<file path="src/rtl/mre_pkg.sv">
// Shared types and constants of the MySQL resultset end detector.
`default_nettype none

package mre_pkg;

  // Packet type byte values
  localparam logic [7:0] TYPE_OK  = 8'h00;
  localparam logic [7:0] TYPE_EOF = 8'hFE;
  localparam logic [7:0] TYPE_ERR = 8'hFF;

  // Stream status codes
  localparam logic [1:0] STAT_CONTINUE = 2'd0;
  localparam logic [1:0] STAT_END      = 2'd1;
  localparam logic [1:0] STAT_ERROR    = 2'd2;

  // Register map
  localparam int unsigned ADDR_W = 3;
  localparam logic        REG_EOF_EXPECTED = 1'b0;  // word index of the only register
  localparam logic [1:0]  EOF_EXPECTED_RESET = 2'd2;

  // Result of one byte
  typedef struct packed {
    logic       error_packet_seen;
    logic [1:0] eof_seen;
    logic       packet_start;
    logic [1:0] end_status;
    logic       consume_byte;
  } result_t;

endpackage

`default_nettype wire

</file>
<file path="src/rtl/mre_tracker.sv">
// Packet framing and resultset phase tracking, one byte per step.
`default_nettype none

module mre_tracker
  import mre_pkg::*;
(
  input  wire logic       clk,
  input  wire logic       rst,
  input  wire logic       step,
  input  wire logic [7:0] data_byte,
  input  wire logic [1:0] eof_expected,
  output result_t         result
);

  typedef enum logic [2:0] {
    PH_BODY,
    PH_FINAL,
    PH_OK,
    PH_DONE,
    PH_ERROR
  } phase_t;

  localparam logic [2:0] HDR_TYPE = 3'd4;  // next byte is the type byte

  phase_t      phase, phase_next;
  logic [2:0]  header_index, header_index_next;
  logic [23:0] payload_remaining, payload_remaining_next;
  logic [1:0]  eof_count, eof_count_next;
  logic        error_flag, error_flag_next;

  logic [23:0] rem_dec;
  logic [23:0] rem_hdr;
  logic        hdr_zero_len;
  logic [2:0]  hdr_index_after;
  logic [2:0]  eof_plus;
  logic        consume, start;
  logic [1:0]  status;

  // Shared pieces: decremented length, header byte merge, next EOF count
  always_comb begin
    rem_dec = payload_remaining - 24'd1;
    rem_hdr = payload_remaining;
    hdr_zero_len = 1'b0;
    hdr_index_after = header_index + 3'd1;
    case (header_index)
      3'd0: rem_hdr[7:0]   = payload_remaining[7:0]   | data_byte;
      3'd1: rem_hdr[15:8]  = payload_remaining[15:8]  | data_byte;
      3'd2: rem_hdr[23:16] = payload_remaining[23:16] | data_byte;
      default: begin
        // sequence byte closes the header
        if (payload_remaining == 24'd0) begin
          hdr_zero_len = 1'b1;
          hdr_index_after = 3'd0;
        end else begin
          hdr_index_after = HDR_TYPE;
        end
      end
    endcase
    eof_plus = {1'b0, eof_count} + 3'd1;
  end

  // Next state and result of the current byte
  always_comb begin
    phase_next = phase;
    header_index_next = header_index;
    payload_remaining_next = payload_remaining;
    eof_count_next = eof_count;
    error_flag_next = error_flag;
    consume = 1'b0;
    start = 1'b0;
    status = STAT_CONTINUE;
    case (phase)
      PH_BODY: begin
        consume = 1'b1;
        if (header_index == HDR_TYPE) begin
          header_index_next = 3'd0;
          payload_remaining_next = rem_dec;
          if (data_byte == TYPE_EOF) begin
            if (eof_plus > {1'b0, eof_expected}) begin
              phase_next = PH_ERROR;
            end else begin
              eof_count_next = eof_plus[1:0];
              if (eof_plus == {1'b0, eof_expected}) begin
                phase_next = (rem_dec == 24'd0) ? PH_OK : PH_FINAL;
              end
            end
          end else if (data_byte == TYPE_ERR) begin
            error_flag_next = 1'b1;
            phase_next = (rem_dec == 24'd0) ? PH_OK : PH_FINAL;
          end else if (data_byte == TYPE_OK && eof_count != 2'd1) begin
            phase_next = PH_ERROR;
          end
        end else if (header_index == 3'd0 && payload_remaining != 24'd0) begin
          payload_remaining_next = rem_dec;
        end else begin
          start = (header_index == 3'd0);
          payload_remaining_next = rem_hdr;
          header_index_next = hdr_index_after;
        end
      end
      PH_FINAL: begin
        consume = 1'b1;
        // drain the rest of the closing packet
        if (payload_remaining <= 24'd1) begin
          payload_remaining_next = 24'd0;
          phase_next = PH_OK;
          header_index_next = 3'd0;
        end else begin
          payload_remaining_next = rem_dec;
        end
      end
      PH_OK: begin
        if (header_index == HDR_TYPE) begin
          header_index_next = 3'd0;
          payload_remaining_next = rem_dec;
          if (data_byte != TYPE_OK) begin
            phase_next = PH_ERROR;
          end else if (rem_dec == 24'd0) begin
            phase_next = PH_DONE;
          end
        end else if (header_index == 3'd0 && payload_remaining != 24'd0) begin
          payload_remaining_next = rem_dec;
          if (rem_dec == 24'd0) begin
            phase_next = PH_DONE;
          end
        end else begin
          start = (header_index == 3'd0);
          payload_remaining_next = rem_hdr;
          header_index_next = hdr_index_after;
          if (hdr_zero_len) begin
            phase_next = PH_ERROR;
          end
        end
        if (phase_next == PH_DONE) begin
          status = STAT_END;
        end
      end
      default: begin
        // trailing byte after the end, or sticky error
        phase_next = PH_ERROR;
      end
    endcase
    if (phase_next == PH_ERROR) begin
      consume = 1'b0;
      start = 1'b0;
      status = STAT_ERROR;
    end
  end

  assign result = '{
    error_packet_seen: error_flag_next,
    eof_seen:          eof_count_next,
    packet_start:      start,
    end_status:        status,
    consume_byte:      consume
  };

  // Hold state between bytes, advance on each step
  always_ff @(posedge clk) begin
    if (rst) begin
      phase <= PH_BODY;
      header_index <= 3'd0;
      payload_remaining <= 24'd0;
      eof_count <= 2'd0;
      error_flag <= 1'b0;
    end else if (step) begin
      phase <= phase_next;
      header_index <= header_index_next;
      payload_remaining <= payload_remaining_next;
      eof_count <= eof_count_next;
      error_flag <= error_flag_next;
    end
  end

  // Protocol error is sticky
  assert property (@(posedge clk) disable iff (rst)
    phase == PH_ERROR |=> phase == PH_ERROR)
    else $error("error phase left without reset");

  // Header index never passes the type-byte marker
  assert property (@(posedge clk) disable iff (rst)
    header_index <= HDR_TYPE)
    else $error("header index out of range");

  // A normal end moves the tracker into the done phase
  assert property (@(posedge clk) disable iff (rst)
    step && result.end_status == STAT_END |=> phase == PH_DONE)
    else $error("normal end reported without entering done phase");

  // Type byte only follows a header with a nonzero length
  assert property (@(posedge clk) disable iff (rst)
    header_index == HDR_TYPE |-> payload_remaining != 24'd0)
    else $error("type byte pending on a zero-length packet");

endmodule

`default_nettype wire

</file>
<file path="src/rtl/mysql_resultset_end_detector.sv">
// Top level of the MySQL resultset end detector: stream ports, register, pipeline.
// Usage:
//   The slave stream (s_tvalid/s_tready/s_tdata) carries the raw server response,
//   one byte per transfer. The master stream (m_tvalid/m_tready/m_tdata) returns
//   one result per input byte, in order: consume flag, status (continue, normal
//   end, protocol error), packet start flag, EOF count and ERR-packet flag.
//   The APB port holds eof_packets_expected at byte address 0 (reset value 2);
//   write it only while no byte is in flight.
// Pipeline:
//   A byte taken into the input register is processed by the tracker once the
//   result register is free or drained; its result is registered and shown on
//   m_tvalid. One byte per cycle is sustained while m_tready stays high: the framing
//   state update is a single short step between the input and result registers.
// Reset:
//   rst (synchronous, active high) empties both registers, returns framing to the
//   start of the body with no EOF counted and no error, and restores the register.
// Stall:
//   When m_tready is low the result register holds; the input register still
//   takes one more byte, after which s_tready drops until the result is taken.
`default_nettype none

module mysql_resultset_end_detector
  import mre_pkg::*;
(
  input  wire logic              clk,
  input  wire logic              rst,
  // input stream
  input  wire logic              s_tvalid,
  output logic                   s_tready,
  input  wire logic [7:0]        s_tdata,   // [7:0] data_byte
  // result stream
  output logic                   m_tvalid,
  input  wire logic              m_tready,
  output logic [7:0]             m_tdata,   // [0] consume_byte, [2:1] end_status,
                                            // [3] packet_start, [5:4] eof_seen,
                                            // [6] error_packet_seen, [7] zero
  // configuration
  input  wire logic              psel,
  input  wire logic              penable,
  input  wire logic              pwrite,
  input  wire logic [ADDR_W-1:0] paddr,
  input  wire logic [31:0]       pwdata,
  output logic [31:0]            prdata,
  output logic                   pready
);

  logic       eof_expected;
  logic [1:0] eof_expected_reg;
  logic       in_valid;
  logic [7:0] in_byte;
  logic       out_valid;
  result_t    out_result;
  result_t    step_result;
  logic       advance;

  // Register write and read
  assign pready = 1'b1;
  assign eof_expected = (paddr[ADDR_W-1] == REG_EOF_EXPECTED);

  always_ff @(posedge clk) begin
    if (rst) begin
      eof_expected_reg <= EOF_EXPECTED_RESET;
    end else if (psel && penable && pwrite && pready && eof_expected) begin
      eof_expected_reg <= pwdata[1:0];
    end
  end

  assign prdata = eof_expected ? {30'd0, eof_expected_reg} : 32'd0;

  // Pipeline control: process when the result register is free or drained
  assign advance  = in_valid && (!out_valid || m_tready);
  assign s_tready = !in_valid || advance;

  // Input register
  always_ff @(posedge clk) begin
    if (rst) begin
      in_valid <= 1'b0;
    end else if (s_tready) begin
      in_valid <= s_tvalid;
    end
  end

  always_ff @(posedge clk) begin
    if (s_tvalid && s_tready) begin
      in_byte <= s_tdata;
    end
  end

  mre_tracker u_tracker (
    .clk          (clk),
    .rst          (rst),
    .step         (advance),
    .data_byte    (in_byte),
    .eof_expected (eof_expected_reg),
    .result       (step_result)
  );

  // Result register
  always_ff @(posedge clk) begin
    if (rst) begin
      out_valid <= 1'b0;
    end else if (advance) begin
      out_valid <= 1'b1;
    end else if (m_tready) begin
      out_valid <= 1'b0;
    end
  end

  always_ff @(posedge clk) begin
    if (advance) begin
      out_result <= step_result;
    end
  end

  assign m_tvalid = out_valid;
  assign m_tdata  = {1'b0, out_result};

  // A held result is not overwritten while the receiver stalls
  assert property (@(posedge clk) disable iff (rst)
    out_valid && !m_tready |-> !advance)
    else $error("result overwritten during stall");

  // Input side stalls only with a byte waiting in the input register
  assert property (@(posedge clk) disable iff (rst)
    !s_tready |-> in_valid && out_valid && !m_tready)
    else $error("input stalled without cause");

  // Every processed byte produces a valid result in the next cycle
  assert property (@(posedge clk) disable iff (rst)
    advance |=> out_valid)
    else $error("processed byte produced no result");

endmodule

`default_nettype wire
</file>
<file path="config.mk">
export PLATFORM = sky130hd
export DESIGN_NAME = mysql_resultset_end_detector
export DESIGN_NICKNAME = d
export VERILOG_FILES = /design/src/rtl/mre_pkg.sv /design/src/rtl/mre_tracker.sv /design/src/rtl/mysql_resultset_end_detector.sv
export SDC_FILE = /design/constraint.sdc
export NUM_CORES = 1
export LEC_CHECK = 0
export ABC_AREA = 1
export BUFFER_PORTS_ARGS = -buffer_cell sky130_fd_sc_hd__buf_2
export CELL_PAD_IN_SITES_DETAIL_PLACEMENT = 0
export CELL_PAD_IN_SITES_GLOBAL_PLACEMENT = 1
export CORE_MARGIN = 3
export CORE_UTILIZATION = 39
export DETAILED_ROUTE_END_ITERATION = 7
export PLACE_DENSITY_LB_ADDON = 0.1
export SLEW_MARGIN = 10
export SYNTH_ARGS = -nofsm -noshare
export SYNTH_HDL_FRONTEND = slang
export SYNTH_SLANG_ARGS = --single-unit
</file>
<file path="constraint.sdc">
create_clock -name clk -period 3.32 [get_ports clk]
set_clock_uncertainty 0.1 [all_clocks]
set_input_delay 0 -clock clk [delete_from_list [all_inputs] [get_ports clk]]
set_output_delay 0 -clock clk [all_outputs]
set_load 0.01 [all_outputs]
</file>
==> summary.md <==
| Metric | Value |
|---|---|
| Outcome | finished clean |
| Synth top area share | 18.1% |
| Vias | 3945 |
| Main flop type after synthesis | dfxtp_1 |
| Slew Limit Fails | 0 |
| Max FO, Critical Path | 15 |
| Worst R2R End | u_tracker.payload_remaining[11] |
| Combinational share of power | 50.1% |
| I/O Pins | 93 |
| Post-CTS Resized | 0 |
| Post-DP HPWL | 8600 um |
| Sw Share | 47.0% |
| Worst slew pin tran | 0.630 ns |
| Xor/xnor share of the synthesized area | 1.07% |
| Relative slew slack | 58.0% |
| Mapped cell area | 4090 sq um |
| First-pass GRT wire length | 18900 um |
| Sequential area share after synthesis | 29.2% |
| Final Wtd Congestion | 0.854 |
| Final setup vio count | 0 |
| Critical Path AT | 2.78 ns |
| Critical path capture point type | flop |
| Worst skew pair latency | 0.31 ns |
| Max Cap Viol | 0 |
| Synth Area in Adders | 3.55% |
| First-pass iteration count of the detailed router | 5 |
| Simple-Gate Fraction of Synth Area | 31.7% |
| Worst hold stages | 2 |
| Largest family of logic cells by synthesized area | simple AND/OR/NAND/NOR gates |
| Initial Utilization | 40.9% |
| Die Span X | 108 um |
| Fin crit share | 81.4% |
| DR WL/cell | 15.2 um |
| Power per standard cell area | 560 nW/um^2 |
| Pin count of the biggest net entering global routing | 26 |
| FF-to-FF Start | u_tracker.payload_remaining[0] |
| Minimum clock period after layout | 2.70 ns |
| Commonest cells in the netlist | 114 x nand2_1, 76 x nor2_1, 73 x inv_1 |
| Critical hold path startpoint | rst |
| Initial antenna violation count | 0 |
| Leak Pwr | 0.00203 uW |
| Flop pwr share | 31.4% |
| Vias in the first global route | 3733 |
| Max clock buf depth | 2 |
| Setup TNS | 0 ns |
| Nets | 692 |
| Hold Fails Final Rpt | 0 |
| Post-CTS Setup Bufs | 0 |
| Number of enable flip-flop cells after synthesis | 15 |
| Count leader, synth | nand2_1 |
| DR DRC count | 0 |
| Post-synthesis cell count | 591 |
| Avg Vias per Cell | 5.16 |
| Hold_buf cts | 17 |
| Total gr overflow | 0 |
| Port Buf Inserts | 28 |
| Max Fclk | 370 MHz |
| Average cell area after synthesis | 6.91 sq um |
| Worst-case reg-to-reg path depth | 13 |
| Row count | 36 |
| Worst Setup Start Kind | flop |
| CTS tree | yes |
| Total power draw | 2520 uW |
| Netlist cell types | 45 |
| Clock-pin transition on the worst setup and hold timing paths | 0.11 ns |
| P_int | 1340 uW |
| Biggest register | u_tracker.payload_remaining |
| WS Path Type | reg -> reg |
| Sw Pwr | 1190 uW |
| Worst Hold Path EP | m_tvalid |
| WL final | 11600 um |
| N_diodes | 0 |
| Synth area leaders | dfxtp_1 18%, edfxtp_1 11%, nand2_1 10%, nor2_1 7.0%, inv_1 6.7% |
| Synthesis-stage register bit count | 52 |
| Mux cell area share after synthesis | 0.245% |
| DRT antenna net count | 0 |
| Max FFs per register | 24 |
| Initial DRC Count | 267 |
| Inserted Clock Buffers | 5 |
| Synth warn | 0 |
| Hold Crit Class | in -> reg |
| Clock network fraction of total power | 18.4% |
| Post-synthesis async set-or-reset flop share | 0% |
| Leading area contributor after synthesis | dfxtp_1 |
| H-tree lvl count | 2 |
| Share of cells above drive strength 1 | 13.9% |
| GRT Total Usage | 20.5% |
| Synth Area in Compound Gates | 19.1% |
| Reg2Reg Setup Slack | 0.62 ns |
| Max IR drop VDD | 0.219 mV |
| Core area | 10000 sq um |
| CTS sink cnt | 52 |
| Vert. Die Dim | 108 um |
| Critical Path RT | 3.40 ns |
| Synthesis-to-layout area growth | 10.2% |
| Clk root buf | clkbuf_8 |
| Die ar. | 11700 sq um |
| RSZ-0062 raised after global routing | no |
==> metal layers <==
layer  vias up  GRT usage [%]  share of wire (%)
met3         8           2.45                4.8
met2       131           33.7                 45
met4         0           4.42                1.0
met5         -              0                  0
met1      1818           29.0                 49
li1       1988              -                  -
==> logic make-up after synthesis <==
family / after synthesis
AOI/OAI and AO/OA: 122
xor gates and xnor gates: 5
adders and majority gates: 11
buffers and inverters: 124
DFF: 52
muxes: 1
other: 2
and+or+nand+nor: 274
==> power groups by stage <==
stage | clock network, uW | registers, uW | logic, uW
CTS | 483 | 793 | 1250
finish | 465 | 793 | 1260
global placement | 0 | 805 | 1230
floorplan | 0 | 788 | 990
global route | 496 | 804 | 1430
detailed placement | 0 | 807 | 1230
==> worst max-delay path by stage <==
stage	startpoint	end	slack, ns	cells past startpoint
2_1_floorplan	u_tracker.eof_count[0]	m_tdata[2]	0.95	10
3_3_place_gp	u_tracker.payload_remaining[0]	u_tracker.payload_remaining[11]	0.70	13
3_5_place_dp	u_tracker.payload_remaining[0]	u_tracker.payload_remaining[11]	0.68	13
4_1_cts	u_tracker.payload_remaining[0]	u_tracker.payload_remaining[11]	0.65	13
5_1_grt	u_tracker.payload_remaining[0]	u_tracker.payload_remaining[19]	0.44	11
6_report	u_tracker.payload_remaining[0]	u_tracker.payload_remaining[11]	0.62	13
==> cell usage in the layout, fill, tap and decap left out, types with 5 or more instances in the layout <==
cell type / synthesis / routed
a31oi_1: 12 / 12
a311oi_1: 8 / 8
o21ai_0: 38 / 38
ha_1: 10 / 10
buf_4: 33 / 5
buf_2: 4 / 28
nor2_1: 76 / 76
o221ai_1: 5 / 5
inv_1: 73 / 73
edfxtp_1: 15 / 15
clkbuf_8: 0 / 5
a21oi_1: 31 / 31
dlygate4sd3_1: 0 / 17
conb_1: 2 / 32
nand2_2: 8 / 8
nand2_1: 114 / 114
nand4_1: 11 / 11
nor2_4: 6 / 6
nand3_2: 5 / 5
o211ai_1: 9 / 9
nor2_2: 12 / 12
dfxtp_1: 37 / 37
nand3_1: 28 / 28
==> critical path, stage by stage (launching register included) <==
cell,delay (ns)
dfxtp_1,0.37
inv_1,0.15
ha_1,0.28
nand2_4,0.14
nor2_8,0.19
nand3_2,0.14
nand2_4,0.15
nand2_4,0.10
inv_2,0.28
nand2_1,0.28
a21oi_1,0.19
nor2_1,0.06
nor2_1,0.10
a311oi_1,0.05
==> through the flow <==
stage / utilization (%) / setup WS (ns) / hold slack (ns) / area [sq um] / cells
final: 45.0 / 0.618 / 0.135 / 4500 / 765
after global routing: 45.0 / 0.443 / 0.140 / 4500 / 765
after CTS: 45.0 / 0.653 / 0.121 / 4500 / 765
after detailed placement: 42.2 / 0.678 / 0.0781 / 4220 / 740
after global placement: 42.2 / 0.697 / 0.0765 / 4220 / 740
after floorplan: - / 0.955 / -0.0525 / 4200 / 621
==> area by class of cell <==
cell class / instances / area [sq um]
inverters: 77 / 289
fillers: 1055 / 5500
clock buffers: 6 / 72.6
well taps: 133 / 166
clock inverters: 2 / 38.8
flip-flops and latches: 52 / 1190
multi-input cells: 445 / 2400
repair buffers: 50 / 348
Power figures use the tool's default switching activity.
